[config.mk]
export PLATFORM = sky130hd
export DESIGN_NAME = tdr_divsqrt
export DESIGN_NICKNAME = d
export VERILOG_FILES = /design/src/sv/tdr_pkg.sv /design/src/sv/tdr_divsqrt.sv
export SDC_FILE = /design/constraint.sdc
export NUM_CORES = 1
export LEC_CHECK = 0
export ABC_AREA = 1
export BUFFER_PORTS_ARGS = -buffer_cell sky130_fd_sc_hd__buf_4
export CORE_ASPECT_RATIO = 0.8
export CORE_MARGIN = 3
export CORE_UTILIZATION = 30
export DETAILED_ROUTE_END_ITERATION = 10
export GPL_TIMING_DRIVEN = 0
export PLACE_DENSITY_LB_ADDON = 0.2
export SLEW_MARGIN = 20
export SYNTH_ARGS = -nofsm -noshare
export SYNTH_HDL_FRONTEND = slang
export SYNTH_SLANG_ARGS = --single-unit
[constraint.sdc]
create_clock -name clk -period 6.3 [get_ports clk]
set_input_delay 0.945 -clock clk [delete_from_list [all_inputs] [get_ports clk]]
set_output_delay 0.945 -clock clk [all_outputs]
set_load 0.01 [all_outputs]
[src/sv/tdr_pkg.sv]
// Shared constants and types for the turbulence dissipation reduction block.
// Used by tdr_divsqrt and turbulence_dissipation_reduction; depends on nothing.
package tdr_pkg;

	// Default accumulator width, Q24.24.
	localparam int ACC_BITS_DEF = 48;

	// Configuration register indexes.
	localparam logic [1:0] REG_HEAT_RATIO = 2'd0;
	localparam logic [1:0] REG_DIMENSIONS = 2'd1;

	// Register reset values.
	localparam logic [17:0] HEAT_RESET = 18'd91750;
	localparam logic [1:0]  DIM_RESET  = 2'd3;
	localparam logic [1:0]  DIM_3D     = 2'd3;

	// Sutherland constants: 1.402 and 0.40417 in Q.16.
	localparam logic [16:0] SUTH_K = 17'd91881;
	localparam logic [20:0] SUTH_C = 21'd26488;

	// Saturation limits of the result fields.
	localparam logic [23:0] MACH_MAX = 24'hFF_FFFF;
	localparam logic [47:0] OUT_MAX  = 48'hFFFF_FFFF_FFFF;

	// Iteration counts of the shared divide and root unit.
	localparam logic [5:0] STEPS_SQRT_T = 6'd18;
	localparam logic [5:0] STEPS_DIV_S  = 6'd19;
	localparam logic [5:0] STEPS_DIV_M  = 6'd48;
	localparam logic [5:0] STEPS_SQRT_M = 6'd24;

	// Request from the sequencer to the divide and root unit.
	typedef struct packed {
		logic       start;
		logic       is_sqrt;
		logic [5:0] steps;
	} tdr_req_t;

endpackage

[src/sv/tdr_divsqrt.sv]
// Shared bit-serial restoring divider and integer square root.
// Depends on tdr_pkg for the request struct.
module tdr_divsqrt
	import tdr_pkg::*;
(
	input  logic        clk,
	input  logic        arst_n,
	input  tdr_req_t    req,
	input  logic [39:0] rem_init,
	input  logic [47:0] bits_init,
	input  logic [37:0] divisor,
	output logic        busy,
	output logic [47:0] result
);

	logic        busy_q;
	logic        sqrt_q;
	logic [5:0]  count_q;
	logic [39:0] rem_q;
	logic [47:0] bits_q;
	logic [47:0] quo_q;
	logic [37:0] den_q;

	logic [40:0] op_a;
	logic [40:0] op_b;
	logic [41:0] diff;
	logic        ge;

	// One compare and subtract, shared by both modes.
	always_comb begin
		if (sqrt_q) begin
			op_a = {rem_q[38:0], bits_q[47:46]};
			op_b = {quo_q[38:0], 2'b01};
		end else begin
			op_a = {rem_q, bits_q[47]};
			op_b = {3'b000, den_q};
		end
		diff = {1'b0, op_a} - {1'b0, op_b};
		ge   = ~diff[41];
	end

	// Iteration control.
	always_ff @(posedge clk or negedge arst_n) begin
		if (!arst_n) begin
			busy_q  <= 1'b0;
			count_q <= '0;
		end else if (req.start) begin
			busy_q  <= 1'b1;
			count_q <= req.steps;
		end else if (busy_q) begin
			count_q <= count_q - 6'd1;
			if (count_q == 6'd1) begin
				busy_q <= 1'b0;
			end
		end
	end

	// Partial remainder, operand bits and quotient or root.
	always_ff @(posedge clk) begin
		if (req.start) begin
			sqrt_q <= req.is_sqrt;
			rem_q  <= req.is_sqrt ? 40'd0 : rem_init;
			bits_q <= bits_init;
			quo_q  <= '0;
			den_q  <= divisor;
		end else if (busy_q) begin
			rem_q  <= ge ? diff[39:0] : op_a[39:0];
			bits_q <= sqrt_q ? {bits_q[45:0], 2'b00} : {bits_q[46:0], 1'b0};
			quo_q  <= {quo_q[46:0], ge};
		end
	end

	assign busy   = busy_q;
	assign result = quo_q;

	// The sequencer never restarts a running operation.
	a_no_restart: assert property (@(posedge clk) disable iff (!arst_n)
		req.start |-> !busy_q) else $error("divsqrt restarted while busy");

	// A division keeps its partial remainder below the divisor.
	a_rem_bound: assert property (@(posedge clk) disable iff (!arst_n)
		(busy_q && !sqrt_q) |-> ({2'b00, rem_q} < {4'b0000, den_q}))
		else $error("divsqrt remainder out of range");

	// The last iteration frees the unit.
	a_finish: assert property (@(posedge clk) disable iff (!arst_n)
		(busy_q && count_q == 6'd1 && !req.start) |=> !busy_q)
		else $error("divsqrt did not finish");

endmodule

==> run summary <==
synthesized instance count -> 1665
post-route setup TNS -> 0 ps
Yosys top cell area share -> 0.318
crit path capture type -> register
post-route ant nets -> 0
Worst Setup Start Kind -> register
static leakage power -> 7.07 nW
RSZ-0062 raised after global routing -> false
via/cell ratio -> 4.76
post-synthesis simple-gate area fraction -> 0.288
vias in the first global route -> 11100
flop-to-flop setup slack -> 1770 ps
Worst Max-Slew Pin Slew -> 815 ps
total core area -> 38800 um^2
cts repair resizes -> 0
Worst Skew -> 13.8 ps
CTS Hold Buffers Added -> 0
Max Fclk -> 221 MHz
status -> completed
Die Height -> 185 um
R2R Path End -> rem_q[17]
Reg clk slew, reported paths -> 70 ps
FF-to-FF Start -> sqrt_q
Min Clock Period, post-route -> 4530 ps
top cells by area, synth -> edfxtp_1 (32%), nand2_1 (16%), inv_1 (8.2%)
CTS H-tree depth -> 4
Setup violations, final -> 0
CTS tree -> done
global route total overflow -> 0
Crit path arrival time -> 4730 ps
I/O pins -> 185
CTS buffer count -> 17
largest family of logic cells by synthesized area -> simple AND/OR/NAND/NOR gates
Post-synth EDFFs -> 127
Sink Count -> 182
Layout Nets -> 2050
Max-Cap Viols -> 0
placer congestion estimate -> 0.911
Synth-to-Final Area Change -> 22.4%
worst vdd ir -> 0.000187 V
Clock Tree Root -> clkbuf_16
post-synthesis compound-gate area fraction -> 0.118
fraction of layout cells with a size suffix above 1 -> 0.154
n_diodes -> 0
xor/xnor cell area share of the yosys netlist -> 0.0124
area leader, netlist -> edfxtp_1
Final period util -> 0.719
Worst Reg2Reg Path Length in Cells -> 15
distinct cell type count after synthesis -> 44
critical path type -> reg -> reg
# DRC -> 0
worst skew pair latency -> 450 ps
Cell Pwr Density -> 384 nW/um^2
Die Width -> 229 um
first-pass GRT wire length -> 65300 um
initial antenna violation count -> 0
post-synthesis mux area share -> 0.0109
CP Max Fanout -> 10
Syn Std Cell Area -> 12000 um^2
sequential area share after synthesis -> 0.413
drt wl/cell -> 17.8 um
die area -> 42400 um^2
syn nets -> 1845
Power Total -> 5.62 mW
final HPWL from detailed placement -> 34900 um
PortBufs -> 184
WP data required -> 6500 ps
FFs w/ async S/R, synth -> 0.0385
# fillers -> 4183
synthesis warning total -> 0
ys flop type -> edfxtp_1
syn avg cell area -> 7.19 um^2
initial cell density of the core -> 0.308
DR vias -> 11500
CTS Buffer Depth -> 2
min-delay worst type -> in -> async
drt total wl -> 43000 um
initial drt markers -> 892
row count -> 64
Total GRT Usage -> 0.202
Slew Viols, Final -> 0
#FFs+latches synth -> 182
worst hold slack -> 302 ps
largest net degree at the start of global routing -> 52
Pre-antenna DRT Iters -> 5
slew margin rel. -> 0.457
Final Hold Fails -> 0
post-synthesis adder-cell area fraction -> 0.0466
Setup Fix Bufs, Post-CTS -> 0
==> routing by layer <==
metal	share of wire	vias up	track usage
met5	0	-	0
met4	0.016	0	0.0487
met3	0.048	33	0.0297
met2	0.42	305	0.301
met1	0.51	5359	0.304
li1	-	5783	-
==> worst max path at each step <==
stage	cells past startpoint	start	slack (ps)	endpoint
floorplan	3	req[7]	2110	bits_q[0]
global placement	4	req[7]	-460	rem_q[16]
detailed placement	15	sqrt_q	1770	rem_q[17]
CTS	15	sqrt_q	1760	rem_q[17]
global route	15	sqrt_q	1420	rem_q[17]
finish	15	sqrt_q	1770	rem_q[17]
==> final cells by class <==
class	instances	area, um^2	share of cell area
inverters	265	995	0.0679
clock inverters	14	148	0.0101
plain buffers	69	337	0.0230
clock buffers	18	429	0.0293
repair buffers	186	1440	0.0980
multi-input cells	1149	5700	0.389
well taps	528	661	0.0451
flip-flops and latches	182	4950	0.338
==> through the flow <==
stage	util	cell area, um^2	instances	setup slack (ps)
finish	0.377	14700	2411	1770
global route	0.377	14700	2411	1420
CTS	0.377	14700	2411	1760
detailed placement	0.362	14100	2379	1770
global placement	0.361	14000	2377	-464
floorplan	-	12000	1665	2110
==> power by group <==
| part | switching [mW] | internal [mW] | total, mW | leakage, nW |
|---|---|---|---|---|
| clock | 0.506 | 0.589 | 1.09 | 0.280 |
| combinational | 1.88 | 0.999 | 2.88 | 4.99 |
| sequential | 0.107 | 1.54 | 1.64 | 1.79 |
| total | 2.49 | 3.13 | 5.62 | 7.07 |
==> sequential cells by signal, summed over array words and instances, names as in the netlist <==
name	count
bits_q	48
result	48
rem_q	40
den_q	38
count_q	6
busy	1
sqrt_q	1
==> Yosys cell counts (3+ instances only) <==
master    instances
nor2_4            6
nor2_2            4
mux2i_1          13
inv_1           263
buf_6             3
buf_1             8
o221ai_1          3
a21oi_1         117
buf_4             5
xnor2_1          15
nand3_1          80
nand4_1          34
buf_2             8
ha_1             43
nand2_2          12
o21bai_1          4
dfrtp_1           7
edfxtp_1        127
clkbuf_1         43
o21ai_0          71
dfxtp_1          48
o22ai_1          46
nand2_1         508
nor2_1          131
o21ai_1          12
or2_2            29
==> kinds of logic (layout without fill, tap and decap cells) <==
| logic type | after synthesis | in the layout |
|---|---|---|
| AND/OR/NAND/NOR | 814 | 814 |
| multiplexers | 13 | 13 |
| buffers and inverters | 334 | 552 |
| AO/OA/AOI/OAI | 261 | 261 |
| flip-flops | 182 | 182 |
| adder cells (fa/ha/maj) | 44 | 44 |
| XOR/XNOR | 17 | 17 |
==> worst max-delay path, stage by stage (launching register included) <==
cell and delay, ps:
edfxtp_1 350, clkbuf_1 540, clkbuf_1 570, clkbuf_1 470, o21ai_0 260, ha_1 420, nand2_1 140, nor2_2 190
nand3_1 110, nand3_2 200, nand3_4 120, nand3_4 160, buf_2 310, nand3_1 220, nand3_1 150, nand2_1 70
==> cell usage in the layout, fill, tap and decap left out, types with 4 or more instances in the layout <==
cell type / netlist / final
a21oi_1: 117 / 117
buf_1: 8 / 8
buf_2: 8 / 8
buf_4: 5 / 189
clkbuf_1: 43 / 43
clkbuf_16: 0 / 17
dfrtp_1: 7 / 7
dfxtp_1: 48 / 48
edfxtp_1: 127 / 127
ha_1: 43 / 43
inv_1: 263 / 263
inv_6: 0 / 4
mux2i_1: 13 / 13
nand2_1: 508 / 508
nand2_2: 12 / 12
nand3_1: 80 / 80
nand4_1: 34 / 34
nor2_1: 131 / 131
nor2_2: 4 / 4
nor2_4: 6 / 6
o21ai_0: 71 / 71
o21ai_1: 12 / 12
o21bai_1: 4 / 4
o22ai_1: 46 / 46
or2_2: 29 / 29
xnor2_1: 15 / 15
Power figures use the tool's default switching activity.
